==> config.mk <==
export PLATFORM = sky130hd
export DESIGN_NAME = sgi_rle_row_decoder_top
export DESIGN_NICKNAME = d
export VERILOG_FILES = /design/src/hdl/srle_pkg.sv /design/src/hdl/srle_front.sv /design/src/hdl/srle_queue.sv /design/src/hdl/srle_back.sv /design/src/hdl/sgi_rle_row_decoder_top.sv
export SDC_FILE = /design/constraint.sdc
export NUM_CORES = 1
export LEC_CHECK = 0
export ABC_AREA = 1
export BUFFER_PORTS_ARGS = -buffer_cell sky130_fd_sc_hd__buf_2
export CORE_MARGIN = 3
export CORE_UTILIZATION = 43
export DETAILED_ROUTE_END_ITERATION = 12
export PLACE_DENSITY = 0.56
export SLEW_MARGIN = 20
export SYNTH_ARGS = -nofsm -noshare
export SYNTH_HDL_FRONTEND = slang
export SYNTH_SLANG_ARGS = --single-unit
==> constraint.sdc <==
create_clock -name i_clk -period 3.6 [get_ports i_clk]
set_input_delay 0.36 -clock i_clk [delete_from_list [all_inputs] [get_ports i_clk]]
set_output_delay 0.36 -clock i_clk [all_outputs]
set_load 0.05 [all_outputs]
==> src/hdl/srle_pkg.sv <==
// ----------------------------------------------------------------------------
// srle_pkg
// Shared types, codes and helpers of the run-length row decoder.
// ----------------------------------------------------------------------------
package srle_pkg;

    localparam int unsigned QUEUE_DEPTH = 4;

    localparam logic [6:0]  COUNT_MASK  = 7'h7F;
    localparam int unsigned KIND_BIT    = 7;
    localparam logic [15:0] TOTAL_MAX   = 16'hFFFF;

    localparam logic        MODE_RESET  = 1'b1;
    localparam logic [15:0] WIDTH_RESET = 16'h0100;

    localparam logic REG_MODE  = 1'b0;
    localparam logic REG_WIDTH = 1'b1;

    typedef enum logic [1:0] {
        PH_CONTROL = 2'd0,
        PH_LITERAL = 2'd1,
        PH_RUN     = 2'd2
    } t_phase;

    typedef enum logic [1:0] {
        K_LITERAL = 2'd0,
        K_VERBATIM = 2'd1,
        K_RUN     = 2'd2,
        K_ROW_END = 2'd3
    } t_kind;

    typedef struct packed {
        t_kind      kind;
        logic [7:0] value;
        logic [6:0] count;
    } t_cmd;

    function automatic logic [15:0] sat_add(input logic [15:0] total,
                                            input logic [1:0] inc);
        logic [16:0] sum;
        sum = {1'b0, total} + {15'd0, inc};
        return sum[16] ? TOTAL_MAX : sum[15:0];
    endfunction

endpackage

==> src/hdl/srle_front.sv <==
// ----------------------------------------------------------------------------
// srle_front
// Classifies incoming bytes by decode phase and issues commands.
// ----------------------------------------------------------------------------
module srle_front
    import srle_pkg::*;
(
    input  logic       i_clk,
    input  logic       i_rst_n,
    input  logic       i_clear,
    input  logic       i_storage_mode,
    input  logic       i_accept,
    input  logic [7:0] i_stream_byte,
    output logic       o_cmd_valid,
    output t_cmd       o_cmd
);

    t_phase     r_phase, n_phase;
    logic [6:0] r_lit_left, n_lit_left;
    logic [6:0] r_run_len, n_run_len;
    logic [6:0] byte_count;

    assign byte_count = i_stream_byte[6:0] & COUNT_MASK;

    always_ff @(posedge i_clk) begin
        if (!i_rst_n || i_clear) begin
            r_phase    <= PH_CONTROL;
            r_lit_left <= '0;
            r_run_len  <= '0;
        end else if (i_accept) begin
            r_phase    <= n_phase;
            r_lit_left <= n_lit_left;
            r_run_len  <= n_run_len;
        end
    end

    // next state
    always_comb begin
        n_phase    = r_phase;
        n_lit_left = r_lit_left;
        n_run_len  = r_run_len;
        if (i_storage_mode) begin
            case (r_phase)
                PH_LITERAL: begin
                    n_lit_left = (r_lit_left - 7'd1) & COUNT_MASK;
                    if (n_lit_left == 7'd0) begin
                        n_phase = PH_CONTROL;
                    end
                end
                PH_RUN: begin
                    n_run_len = '0;
                    n_phase   = PH_CONTROL;
                end
                default: begin
                    if (byte_count == 7'd0) begin
                        n_phase    = PH_CONTROL;
                        n_lit_left = '0;
                        n_run_len  = '0;
                    end else if (i_stream_byte[KIND_BIT]) begin
                        n_lit_left = byte_count;
                        n_phase    = PH_LITERAL;
                    end else begin
                        n_run_len = byte_count;
                        n_phase   = PH_RUN;
                    end
                end
            endcase
        end
    end

    // outputs
    always_comb begin
        o_cmd_valid = 1'b0;
        o_cmd.kind  = K_LITERAL;
        o_cmd.value = i_stream_byte;
        o_cmd.count = 7'd1;
        if (!i_storage_mode) begin
            o_cmd_valid = i_accept;
            o_cmd.kind  = K_VERBATIM;
        end else begin
            case (r_phase)
                PH_LITERAL: begin
                    o_cmd_valid = i_accept;
                end
                PH_RUN: begin
                    o_cmd_valid = i_accept && (r_run_len != 7'd0);
                    o_cmd.kind  = K_RUN;
                    o_cmd.count = r_run_len;
                end
                default: begin
                    // control byte: only a zero count makes a result
                    o_cmd_valid = i_accept && (byte_count == 7'd0);
                    o_cmd.kind  = K_ROW_END;
                    o_cmd.value = '0;
                    o_cmd.count = '0;
                end
            endcase
        end
    end

endmodule

==> src/hdl/srle_queue.sv <==
// ----------------------------------------------------------------------------
// srle_queue
// Small command queue between the classifier and the expander.
// ----------------------------------------------------------------------------
module srle_queue
    import srle_pkg::*;
#(
    parameter int unsigned P_DEPTH = QUEUE_DEPTH
) (
    input  logic i_clk,
    input  logic i_rst_n,
    input  logic i_wr_en,
    input  t_cmd i_wr_data,
    input  logic i_rd_en,
    output t_cmd o_rd_data,
    output logic o_full,
    output logic o_empty
);

    localparam int unsigned PW = (P_DEPTH > 1) ? $clog2(P_DEPTH) : 1;
    localparam int unsigned CW = $clog2(P_DEPTH + 1);
    localparam logic [PW-1:0] LAST = PW'(P_DEPTH - 1);

    t_cmd          r_mem [P_DEPTH];
    logic [PW-1:0] r_wr_ptr, r_rd_ptr;
    logic [CW-1:0] r_count;
    logic          wr_fire, rd_fire;

    assign o_full    = (r_count == CW'(P_DEPTH));
    assign o_empty   = (r_count == '0);
    assign wr_fire   = i_wr_en && !o_full;
    assign rd_fire   = i_rd_en && !o_empty;
    assign o_rd_data = r_mem[r_rd_ptr];

    always_ff @(posedge i_clk) begin
        if (wr_fire) begin
            r_mem[r_wr_ptr] <= i_wr_data;
        end
    end

    always_ff @(posedge i_clk) begin
        if (!i_rst_n) begin
            r_wr_ptr <= '0;
            r_rd_ptr <= '0;
            r_count  <= '0;
        end else begin
            if (wr_fire) begin
                r_wr_ptr <= (r_wr_ptr == LAST) ? '0 : r_wr_ptr + PW'(1);
            end
            if (rd_fire) begin
                r_rd_ptr <= (r_rd_ptr == LAST) ? '0 : r_rd_ptr + PW'(1);
            end
            if (wr_fire && !rd_fire) begin
                r_count <= r_count + CW'(1);
            end else if (rd_fire && !wr_fire) begin
                r_count <= r_count - CW'(1);
            end
        end
    end

endmodule

==> src/hdl/srle_back.sv <==
// ----------------------------------------------------------------------------
// srle_back
// Expands commands into pixel results, keeps the row's pixel total, and holds
// the output register.
// ----------------------------------------------------------------------------
module srle_back
    import srle_pkg::*;
(
    input  logic        i_clk,
    input  logic        i_rst_n,
    input  logic        i_clear,
    input  logic [15:0] i_row_width,
    input  t_cmd        i_cmd,
    input  logic        i_cmd_avail,
    output logic        o_cmd_take,
    input  logic        i_pop,
    output logic        o_empty,
    output logic [7:0]  o_pixel_first,
    output logic [7:0]  o_pixel_second,
    output logic [1:0]  o_pixel_count,
    output logic        o_row_end,
    output logic [15:0] o_row_total
);

    logic        r_active, n_active;
    logic [6:0]  r_left, n_left;
    logic [15:0] r_pixels, n_pixels;
    logic        r_out_valid;
    logic [7:0]  r_first, r_second, n_first, n_second;
    logic [1:0]  r_count, n_count;
    logic        r_end, n_end;
    logic [15:0] r_total, n_total;

    logic        advance;
    logic [6:0]  left;
    logic [15:0] width_eff;
    logic [15:0] sum_one;

    assign advance   = i_cmd_avail && (!r_out_valid || i_pop);
    assign left      = r_active ? r_left : i_cmd.count;
    assign width_eff = (i_row_width == 16'd0) ? 16'd1 : i_row_width;
    assign sum_one   = sat_add(r_pixels, 2'd1);

    always_comb begin
        n_active   = r_active;
        n_left     = r_left;
        n_pixels   = r_pixels;
        n_first    = i_cmd.value;
        n_second   = '0;
        n_count    = 2'd1;
        n_end      = 1'b0;
        n_total    = sum_one;
        o_cmd_take = 1'b0;
        case (i_cmd.kind)
            K_LITERAL: begin
                n_pixels   = sum_one;
                o_cmd_take = advance;
            end
            K_VERBATIM: begin
                n_end      = (sum_one >= width_eff);
                n_pixels   = n_end ? 16'd0 : sum_one;
                o_cmd_take = advance;
            end
            K_RUN: begin
                if (left >= 7'd2) begin
                    n_second = i_cmd.value;
                    n_count  = 2'd2;
                    n_total  = sat_add(r_pixels, 2'd2);
                    n_left   = left - 7'd2;
                end else begin
                    n_left = '0;
                end
                n_pixels = n_total;
                // hold the command until the run is drained
                n_active   = (n_left != 7'd0);
                o_cmd_take = advance && (n_left == 7'd0);
            end
            default: begin
                n_first    = '0;
                n_count    = 2'd0;
                n_end      = 1'b1;
                n_total    = r_pixels;
                n_pixels   = '0;
                o_cmd_take = advance;
            end
        endcase
    end

    always_ff @(posedge i_clk) begin
        if (!i_rst_n || i_clear) begin
            r_active    <= 1'b0;
            r_left      <= '0;
            r_pixels    <= '0;
            r_out_valid <= 1'b0;
        end else begin
            if (advance) begin
                r_active    <= n_active;
                r_left      <= n_left;
                r_pixels    <= n_pixels;
                r_out_valid <= 1'b1;
            end else if (i_pop) begin
                r_out_valid <= 1'b0;
            end
        end
    end

    always_ff @(posedge i_clk) begin
        if (advance) begin
            r_first  <= n_first;
            r_second <= n_second;
            r_count  <= n_count;
            r_end    <= n_end;
            r_total  <= n_total;
        end
    end

    assign o_empty        = !r_out_valid;
    assign o_pixel_first  = r_first;
    assign o_pixel_second = r_second;
    assign o_pixel_count  = r_count;
    assign o_row_end      = r_end;
    assign o_row_total    = r_total;

endmodule

==> src/hdl/sgi_rle_row_decoder_top.sv <==
// Path: a byte's result passes through the command queue, then the output register.
// Throughput: literal and verbatim bytes go at one per cycle unless the queue is
// full or results are not popped; while popped, a run is expanded two pixels per
// cycle (one for an odd tail) and the command queue takes bytes until it fills.
// Reset: synchronous, active low; mode returns to run-length and width to 256.
// ----------------------------------------------------------------------------
// sgi_rle_row_decoder_top
// Row decoder for run-length or verbatim planar image channel rows.
// ----------------------------------------------------------------------------
module sgi_rle_row_decoder_top
    import srle_pkg::*;
#(
    parameter int unsigned P_QUEUE_DEPTH = QUEUE_DEPTH
) (
    input  logic        i_clk,
    input  logic        i_rst_n,
    input  logic        i_cfg_we,
    input  logic        i_cfg_index,
    input  logic [15:0] i_cfg_data,
    input  logic        push,
    output logic        full,
    input  logic [7:0]  i_stream_byte,
    output logic        empty,
    input  logic        pop,
    output logic [7:0]  o_pixel_first,
    output logic [7:0]  o_pixel_second,
    output logic [1:0]  o_pixel_count,
    output logic        o_row_end,
    output logic [15:0] o_row_total
);

    logic        r_storage_mode;
    logic [15:0] r_row_width;
    logic        mode_write;
    logic        in_accept;
    logic        cmd_valid;
    t_cmd        cmd_in, cmd_head;
    logic        q_empty;
    logic        cmd_take;

    assign mode_write = i_cfg_we && (i_cfg_index == REG_MODE);
    assign in_accept  = push && !full;

    always_ff @(posedge i_clk) begin
        if (!i_rst_n) begin
            r_storage_mode <= MODE_RESET;
            r_row_width    <= WIDTH_RESET;
        end else if (i_cfg_we) begin
            if (i_cfg_index == REG_MODE) begin
                r_storage_mode <= i_cfg_data[0];
            end else if (i_cfg_index == REG_WIDTH) begin
                r_row_width <= i_cfg_data;
            end
        end
    end

    srle_front u_front (
        .i_clk          (i_clk),
        .i_rst_n        (i_rst_n),
        .i_clear        (mode_write),
        .i_storage_mode (r_storage_mode),
        .i_accept       (in_accept),
        .i_stream_byte  (i_stream_byte),
        .o_cmd_valid    (cmd_valid),
        .o_cmd          (cmd_in)
    );

    srle_queue #(
        .P_DEPTH (P_QUEUE_DEPTH)
    ) u_queue (
        .i_clk     (i_clk),
        .i_rst_n   (i_rst_n),
        .i_wr_en   (cmd_valid),
        .i_wr_data (cmd_in),
        .i_rd_en   (cmd_take),
        .o_rd_data (cmd_head),
        .o_full    (full),
        .o_empty   (q_empty)
    );

    srle_back u_back (
        .i_clk          (i_clk),
        .i_rst_n        (i_rst_n),
        .i_clear        (mode_write),
        .i_row_width    (r_row_width),
        .i_cmd          (cmd_head),
        .i_cmd_avail    (!q_empty),
        .o_cmd_take     (cmd_take),
        .i_pop          (pop),
        .o_empty        (empty),
        .o_pixel_first  (o_pixel_first),
        .o_pixel_second (o_pixel_second),
        .o_pixel_count  (o_pixel_count),
        .o_row_end      (o_row_end),
        .o_row_total    (o_row_total)
    );

    a_count_range: assert property (@(posedge i_clk) disable iff (!i_rst_n)
        !empty |-> o_pixel_count != 2'd3)
        else $error("pixel count out of range");

    a_empty_result_zero: assert property (@(posedge i_clk) disable iff (!i_rst_n)
        (!empty && o_pixel_count == 2'd0) |-> (o_row_end && o_pixel_first == 8'd0))
        else $error("empty result is not a row end");

    a_verbatim_single: assert property (@(posedge i_clk) disable iff (!i_rst_n)
        (!empty && !r_storage_mode) |-> o_pixel_count == 2'd1)
        else $error("verbatim result without exactly one pixel");

    a_second_pixel: assert property (@(posedge i_clk) disable iff (!i_rst_n)
        (!empty && o_pixel_count != 2'd2) |-> o_pixel_second == 8'd0)
        else $error("second pixel set on a short result");

endmodule
After elaboration in Yosys (flattened, before gate mapping)
Memories as Yosys holds them, arrays and structs flattened. A register that Yosys moved wholly into a read port is not among the register bits.
Cells that the tools add are included.
- flip-flop bits (word level): 100
- memory bits (writable): 68
- bits of input ports: 30
- output and inout bits: 37
- logic and storage cells: 121
- memories: 1
- memory list (name ; words ; bits a word ; read ports ; clocked after memory_dff ; wr ports ; line ; RTL):
    u_queue.r_mem ; 4 ; 17 ; 1 ; 1 ; 1 ; srle_queue.sv:24 ; t_cmd r_mem [P_DEPTH];
- add/sub/neg operators: 8
- $lt $le $gt $ge: 2
- equality and inequality tests: 9
- mux-type cells: 41
- bitwise operators: 3
- reduce and logical (&&, ||, !) cells: 40
- operator list (operator ; count):
    $mux W16 ; 5
    $mux W7 ; 7
    $pmux W16 S3 ; 1
    $pmux W7 S2 ; 3
    $pmux W16 S2 ; 1
    $logic_not A7 Y1 ; 3
    $mux W2 ; 9
    $add A16 B1 Y17 const B ; 1
    $add A16 B2 Y17 const B ; 1
    $ge A16 B16 Y1 ; 1
    $logic_not A16 Y1 ; 1
    $mux W15 ; 1
    $reduce_bool A7 Y1 ; 2
    $pmux W2 S2 ; 3
    $logic_and A1 B1 Y1 ; 10
    $eq A2 B2 Y1 const B ; 4
    $mux W8 ; 1
    $reduce_and A2 Y1 ; 4
    $reduce_and A4 Y1 ; 2
    $ge A7 B2 Y1 const B ; 1
    $sub A7 B1 Y7 const B ; 1
    $sub A7 B2 Y7 const B ; 1
    $logic_not A1 Y1 ; 6
    $mux W1 ; 6
    18 further kinds ; 28

Depth between registers and ports, before layout
Gate-level depths: netlist (run 1).
- depth in word-level cells: 11
- gate-level depth with buffers: 24
- mapped depth without buffers: 22

Modules after synthesis
From an unflattened synthesis (run 1), not the netlist that was laid out.
- cells, all modules: 1124
- area total of the unflattened synthesis: 9231.4 sq um
- modules (own cells, without submodules) (module ; times used ; cells an instance ; area an instance (sq um) ; sequential area each (sq um)):
    srle_back ; 1 ; 585 ; 4276.6 ; 1551.5
    srle_queue ; 1 ; 236 ; 3081.7 ; 2222.1
    srle_front ; 1 ; 193 ; 1157.4 ; 320.3
    sgi_rle_row_decoder_top ; 1 ; 110 ; 715.7 ; 340.3

Worst setup path after synthesis (run 1)
No wires, ideal clock.
- kind: register to register
- from: register u_queue.r_count[0]
- to: register u_queue.r_count[1]
- setup time: 0.120 ns
- data arrival time: 2.788 ns
- data required time: 3.480 ns
- slack: 0.692 ns
- stages on the path, launching flop included: 10
- path buffers: 0
- period minus slack after synthesis: 2.908 ns
- cell sequence: dfxtp_1 > nor3_1 > nor2_1 > nand2_1 > inv_1 > ha_1 > inv_1 > fa_1 > o21ai_0 > a21oi_1
- word-level cells in the longest chain between the ends: 10
- elaborated cells between the ends (all ways): 23
- classes of those cells: add/sub (2); eq/ne (1); mux (5); reduce/logical (15)
- ends and longest elaborated chain (item ; line ; RTL):
    start, declared ; srle_queue.sv:26 ; logic [CW-1:0] r_count;
    start signal, assigned ; srle_queue.sv:54 ; r_count <= r_count + CW'(1);
    start signal, assigned ; srle_queue.sv:56 ; r_count <= r_count - CW'(1);
    $eq A3 B3 Y1 (*) ; srle_queue.sv:29 ; assign o_full = (r_count == CW'(P_DEPTH));
    named net full ; sgi_rle_row_decoder_top.sv:21 ; output logic full,
    $logic_not A1 Y1 (*) ; srle_queue.sv:31, sgi_rle_row_decoder_top.sv:42 ;
    $logic_and A1 B1 Y1 ; sgi_rle_row_decoder_top.sv:42 ; assign in_accept = push && !full;
    $logic_and A1 B1 Y1 (on tied branches) ; srle_front.sv:92, srle_front.sv:86 ;
    $pmux W1 S2 ; srle_front.sv:81 ; case (r_phase)
    $mux W1 ; srle_front.sv:77 ; if (!i_storage_mode) begin
    $logic_and A1 B1 Y1 (*) ; srle_queue.sv:31 ; assign wr_fire = i_wr_en && !o_full;
    named net u_queue.wr_fire ; srle_queue.sv:27 ; logic wr_fire, rd_fire;
    $logic_not A1 Y1 ; srle_queue.sv:55 ; end else if (rd_fire && !wr_fire) begin
    $logic_and A1 B1 Y1 ; srle_queue.sv:55 ;
    $reduce_bool A2 Y1 (no line) ; -- ;
Mark *: on every way through the listed nets, which the timed path passes. The rest lies on a longest branch. The select of a mux whose other input is x is not followed.
A chain may end at the register's enable or synchronous reset.

Final worst setup path (run 1)
- from: register u_back.r_pixels[0]
- to: register u_back.r_pixels[12]
- word-level cells in the longest chain between the ends: 5
- elaborated cells between the ends (all ways): 8
- classes of those cells: add/sub (2); order compare (1); mux (5)
- ends and longest elaborated chain (item ; line ; RTL):
    start, declared ; srle_back.sv:27 ; logic [15:0] r_pixels, n_pixels;
    start signal, assigned ; srle_back.sv:99 ; r_pixels <= n_pixels;
    $add A16 B1 Y17 ; srle_pkg.sv:41 ; sum = {1'b0, total} + {15'd0, inc};
    $mux W16 ; srle_pkg.sv:42 ; return sum[16] ? TOTAL_MAX : sum[15:0];
    $ge A16 B16 Y1 ; srle_back.sv:60 ; n_end = (sum_one >= width_eff);
    $mux W16 ; srle_back.sv:61 ; n_pixels = n_end ? 16'd0 : sum_one;
    $pmux W16 S3 (*) ; srle_back.sv:54 ; case (i_cmd.kind)
Every way passes the cells marked *; elsewhere a longest branch is shown, timed or not.

==> results of run 1 <==
[through the flow]
stage	hold WS [ps]	instances	util, %
5_1_grt	174.6	1433	49.96
3_5_place_dp	461.3	1402	47.14
4_1_cts	148.2	1433	49.95
3_3_place_gp	456.4	1402	47.14
6_report	162.9	1433	49.96
2_1_floorplan	436.3	1084	-
[cells in the final DEF, fill, tap and decap left out, drive strengths merged, types with 10 or more instances in the layout]
cell type,synthesis,final
nand2,244,244
inv,158,163
nor2,124,124
edfxtp,103,103
a21oi,99,99
buf,21,88
dfxtp,67,67
nand3,60,60
o21ai,56,56
ha,27,27
nor3,19,19
clkbuf,19,19
o221ai,12,12
a211oi,11,11
a31oi,10,10
[state kept, by name (all words and copies together) (netlist names), named ones only]
| name | flops |
|---|---|
| u_front.r_phase | 2 |
| u_queue.r_rd_ptr | 2 |
| u_back.r_out_valid | 1 |
| u_queue.r_count | 3 |
| u_back.o_pixel_first | 8 |
| r_row_width | 16 |
| u_queue.r_wr_ptr | 2 |
| u_back.o_row_end | 1 |
| u_front.r_run_len | 7 |
| u_queue.r_mem | 68 |
| u_back.r_left | 7 |
| u_back.o_pixel_count | 2 |
| u_back.o_row_total | 16 |
| r_storage_mode | 1 |
| u_back.r_active | 1 |
| u_front.r_lit_left | 7 |
| u_back.o_pixel_second | 8 |
| u_back.r_pixels | 16 |
[layer usage]
| layer | vias up | routed length, um | GRT usage (%) |
|---|---|---|---|
| met4 | 0 | 270 | 5.398 |
| met1 | 3334 | 10900 | 30.37 |
| li1 | 3724 | - | - |
| met5 | - | 0 | 0 |
| met3 | 21 | 1454 | 4.335 |
| met2 | 213 | 9196 | 28.86 |
[synth_stat cells, types with 3 or more instances]
cell,n
xor2_1,6
buf_6,8
a21oi_1,98
o221ai_1,12
xnor2_1,5
a31oi_1,10
nand4_1,7
nor4_1,7
inv_2,5
nand2_2,8
buf_4,8
a211oi_1,11
ha_1,27
nand3_1,55
a32o_1,8
buf_2,5
nand2_1,234
clkinv_1,4
nand3_2,3
o21ai_0,55
clkbuf_1,19
inv_1,152
or2_2,3
nor2_4,4
nor3_1,18
edfxtp_1,103
nor2_2,6
nor2_1,114
dfxtp_1,67
[worst max path at each step]
stage                                       endpoint  slack [ps]  cells past startpoint
floorplan            u_queue.r_count[1]$_SDFFE_PN0P_         690                      9
global placement    u_back.r_pixels[13]$_SDFFE_PP0P_         270                     22
detailed placement   u_back.r_pixels[6]$_SDFFE_PP0P_         240                     22
CTS                  u_back.r_pixels[2]$_SDFFE_PP0P_         220                     22
global route        u_back.r_pixels[12]$_SDFFE_PP0P_          60                     19
finish              u_back.r_pixels[12]$_SDFFE_PP0P_         360                     22
[cells by family (layout without fill, tap and decap cells)]
kind of cell,Yosys count,after routing,share of synthesized area (%)
xor gates and xnor gates,11,11,1.072
and+or+nand+nor,469,469,22.75
adders and majority gates,28,28,3.983
AOI/OAI and AO/OA,204,204,13.30
buffers and inverters,202,281,9.539
DFF,170,170,49.35
[timing repair]
action | CTS | global route
endpoints found under the hold margin | 0 | 0
gates resized for setup | 0 | 1
endpoints found under the setup margin | 0 | 10
[area by class of cell]
class,instances,area [um^2]
repair buffers,88,508.0
flip-flops and latches,170,4436
inverters,162,610.6
clock inverters,12,140.1
multi-input cells,712,3709
clock buffers,19,432.9
fillers,2028,10190
well taps,270,337.8
[report_power, final]
part           switching (mW)  total [mW]  internal, mW
logic                    2.28        3.01         0.733
clock network           0.783        1.81          1.03
registers               0.135        2.67          2.54
total                    3.20        7.49          4.30
[critical path, stage by stage, from the launching register on]
cell and delay, ps:
dfxtp_2 420, ha_1 220, inv_1 60, nor2_2 190
and2_4 200, nand2_4 110, inv_1 200, nor2_1 100
ha_1 290, o21ai_0 150, nand2_1 90, o21ai_0 140
inv_1 50, nand2_1 60, nand2_1 40, nand2_1 50
nand2_1 80, a21oi_4 180, buf_12 170, nand3_1 80
nand2_1 80, nand2_1 40, a21oi_1 150
==> flow_summary.ini, run 1 <==
[clock_network]
cts_inserted_buffers = 17
clockRootBuffer = clkbuf_16
clk_path_buf_depth = 2
cts_hold_buf = 0
clk_pin_slew_ps = 70
htreeDepth = 4
cts_tree = yes
clk_latency_ps = 430
clock_sinks = 170
cts_setup_buffers = 0

[place]
dp_worst_setup_slack_ps = 242.6
gp_congestion = 0.8462
place_area_um2 = 9599
numPortBuffers = 66
post-dp-hpwl_um = 15410

[global_routing]
grt.overflow.total = 0
grt_pass1_wl_um = 35230
antenna_found_initial = 0
track_usage_pct = 20.04
grt_pass1_vias = 6629
grt_max_degree = 53

[layout]
drive_above_1_share_pct = 13.50
fin_area_um2 = 10170
final_nets = 1209
n_antenna_cell = 0
areaGrowthSynthToFinish_pct = 13.23

[detailed_routing]
wirelength_um = 21820
drc = 0
drt_iter0_markers = 513
dr.pass1.iters = 5
viasPerCell = 5.089
wl_per_cell_um = 15.23
via_count = 7292
ant_nets = 0

[timing]
period_share_pct = 90.07
max_slew_margin_pct = 45.05
rsz0062_at_grt = false
setup_violations = 0
finalSetupTns_ps = 0
finalHoldViolCount = 0
tightest_slew_ps = 822.3
maxSlewViolCount = 0
layout_setup_ws_ps = 357.5
fin_skew_ps = 7.869
timing.fmax_mhz = 308.4
min_period_ps = 3242

[yosys]
yosysTopAreaCell = edfxtp_1
synth_top_flop_cell = edfxtp_1
ys_ff_latch = 170
yosys_warnings = 0
synth_edf_count = 103
synth_cell_types = 47
yosys-top-cells-area = edfxtp_1 34%, dfxtp_1 15%, nand2_1 9.8%
seq_area_frac_synth_pct = 49.35
syn_avg_cell_area_um2 = 8.289
synth.cell_area_um2 = 8985
async_flop_share_pct = 0
synthCells = 1084
yosysTopAreaCellShare_pct = 34.42
syn_nets = 1142

[worst_setup_path]
start_kind = flop
crit_path_end_kind = flop
crit_required_ps = 3960
worstRegToRegCells = 22
crit_start = u_back.r_pixels[0]$_SDFFE_PP0P_
arrival_ps = 3600
worst-setup-path-type = reg2reg
r2r-start = u_back.r_pixels[0]$_SDFFE_PP0P_
r2r_slack_ps = 360
worstReg2RegEnd = u_back.r_pixels[12]$_SDFFE_PP0P_
critPathMaxFanout = 17

[worst_hold_path]
min_path_cells = 3
min_to = r_row_width[8]$_SDFFE_PN1P_
hp-start = i_cfg_data[8]
hold_class = in2reg

[power_and_ir_drop]
peakVddDrop_v = 0.0003875
total_power_mw = 7.493
leakage_nw = 4.400
p_per_area_nw_per_um2 = 736.5

[floorplan]
die_area_um2 = 22670
start_util_pct = 44.12
die_h_um = 150.6
die_x_um = 150.6
std_cell_rows = 52
num_io_pins = 67
core_um2 = 20360

[outcome]
outcome = completed

[flow_run]
drv_cap = 0
Note: power is estimated with default switching activity, not from simulation.
==> run 2: changes to the inputs <==
- clock period: 3.6 -> 4.1 ns (I/O delays scaled with it)
==> run 2 against run 1 <==
Clock skew grew 5.7 ps. Count of clock-buffer cells in the layout shrank 2. Critical path depth shrank 1. Sequential share of layout area grew 0.24 points. Largest power group unchanged.
==> flow_summary.ini, run 2 (same netlist as run 1, synthesis figures left out) <==
[outcome]
outcome = completed

[clock_network]
cts_tree = yes
cts_inserted_buffers = 17
cts_resized = 0
clk_pin_slew_ps = 70
cts_setup_buffers = 0
htreeDepth = 4
clock_sinks = 170
clockRootBuffer = clkbuf_16
cts_hold_buf = 0
clk_latency_ps = 430
clk_path_buf_depth = 2

[power_and_ir_drop]
peakVddDrop_v = 0.0005015
leakage_nw = 4.372
total_power_mw = 6.565
p_per_area_nw_per_um2 = 649.0

[timing]
period_share_pct = 88.49
tightest_slew_ps = 814.1
rsz0062_at_grt = false
maxSlewViolCount = 0
finalSetupTns_ps = 0
finalHoldViolCount = 0
max_slew_margin_pct = 45.60
setup_violations = 0
layout_setup_ws_ps = 471.8
timing.fmax_mhz = 275.6
holdWs_ps = 220.1
min_period_ps = 3628
fin_skew_ps = 13.53

[worst_setup_path]
crit_required_ps = 4450
crit_buf_inv = 3
critPathMaxFanout = 17
worstRegToRegCells = 21
start_kind = flop
crit_family = simple AND/OR/NAND/NOR gates
crit_top_cell = nand2_1
worst-setup-path-type = reg2reg
cp.depth = 21
arrival_ps = 3980
critPathSlowestCell = a21oi_4
critPathMaxStageDelay_ps = 510
worstPathCellList = ha_1, inv_1, nor2_2, and2_4, nand2_4, inv_1, nor2_1, ha_1, o21ai_0, nand2_1, o21ai_0, inv_1, nand2_1, nand2_1, nand2_1, nand2_1, a21oi_4, nand3_1, nand2_1, nand2_1, a21oi_1
crit_path_end_kind = flop

[layout]
areaGrowthSynthToFinish_pct = 12.59
fin_util_pct = 49.67
n_antenna_cell = 0
mostFrequentLayoutCells = 234 x nand2_1, 152 x inv_1, 114 x nor2_1
layout_commonest_cell = nand2_1
fill_cells = 1979
largest-register = u_queue.r_mem
fin_area_um2 = 10120
final_nets = 1200
final_cell_count_no_fill = 1425
drive_above_1_share_pct = 12.99
largest_register_ffs = 68

[global_routing]
grt_pass1_vias = 6607
grt_pass1_wl_um = 35110
grt_max_degree = 54
track_usage_pct = 19.85
antenna_found_initial = 0
grt.overflow.total = 0

[worst_hold_path]
hold_class = in2reg
min_path_cells = 3

[floorplan]
core_um2 = 20360
num_io_pins = 67
die_h_um = 150.6
die_area_um2 = 22670
std_cell_rows = 52
start_util_pct = 44.12
die_x_um = 150.6

[detailed_routing]
wirelength_um = 21850
ant_nets = 0
wl_per_cell_um = 15.33
drc = 0
drt_iter0_markers = 545
via_count = 7328
viasPerCell = 5.142
dr.pass1.iters = 5

[place]
post-dp-hpwl_um = 15220
place_area_um2 = 9519
gp_congestion = 0.8940
numPortBuffers = 66
place_inst = 1393
dp_worst_setup_slack_ps = 540.6

[flow_run]
drv_cap = 0
-- run 2: path summary, 6_finish.rpt --
check	startpoint	end	slack [ps]
worst max-delay path	u_back.r_pixels[0]$_SDFFE_PP0P_	u_back.r_pixels[9]$_SDFFE_PP0P_	470
worst min register to register	u_back.r_left[1]$_SDFFE_PP0P_	u_back.r_left[1]$_SDFFE_PP0P_	470
worst max register to register	u_back.r_pixels[0]$_SDFFE_PP0P_	u_back.r_pixels[9]$_SDFFE_PP0P_	470
worst min-delay path	i_cfg_data[8]	r_row_width[8]$_SDFFE_PN1P_	220
-- run 2: worst reg2reg max path: cells and delay by family (launching register included) --
family	cells	cell delay, ps
AND/OR/NAND/NOR	12	1260
AO/OA/AOI/OAI	4	950
adder cells (fa/ha/maj)	2	530
flip-flops	1	460
buffers and inverters	3	330
-- run 2: final cells by class --
cell class | instances | area (um^2) | area share (%)
Multi-Input combinational cell | 712 | 3709 | 36.66
Timing Repair Buffer | 79 | 427.9 | 4.230
Tap cell | 270 | 337.8 | 3.340
Sequential cell | 170 | 4434 | 43.83
Clock buffer | 17 | 425.4 | 4.205
Inverter | 162 | 610.6 | 6.036
Clock inverter | 15 | 171.4 | 1.694
-- run 2: report_power, final --
group	switching, mW	total (mW)	internal (mW)	leakage (nW)
combinational	2.00	2.61	0.615	2.55
sequential	0.120	2.35	2.23	1.53
clock	0.737	1.61	0.870	0.290
-- run 2: per-layer routing --
layer  global-route usage [%]  wire length, um  part of all wire, %  up-vias
met3                    3.221             1460                  6.7       13
li1                         -                -                    -     3710
met5                        0                0                    0        -
met4                    5.124              174                 0.80        0
met1                    30.69            11030                   50     3375
met2                    28.82             9181                   42      230
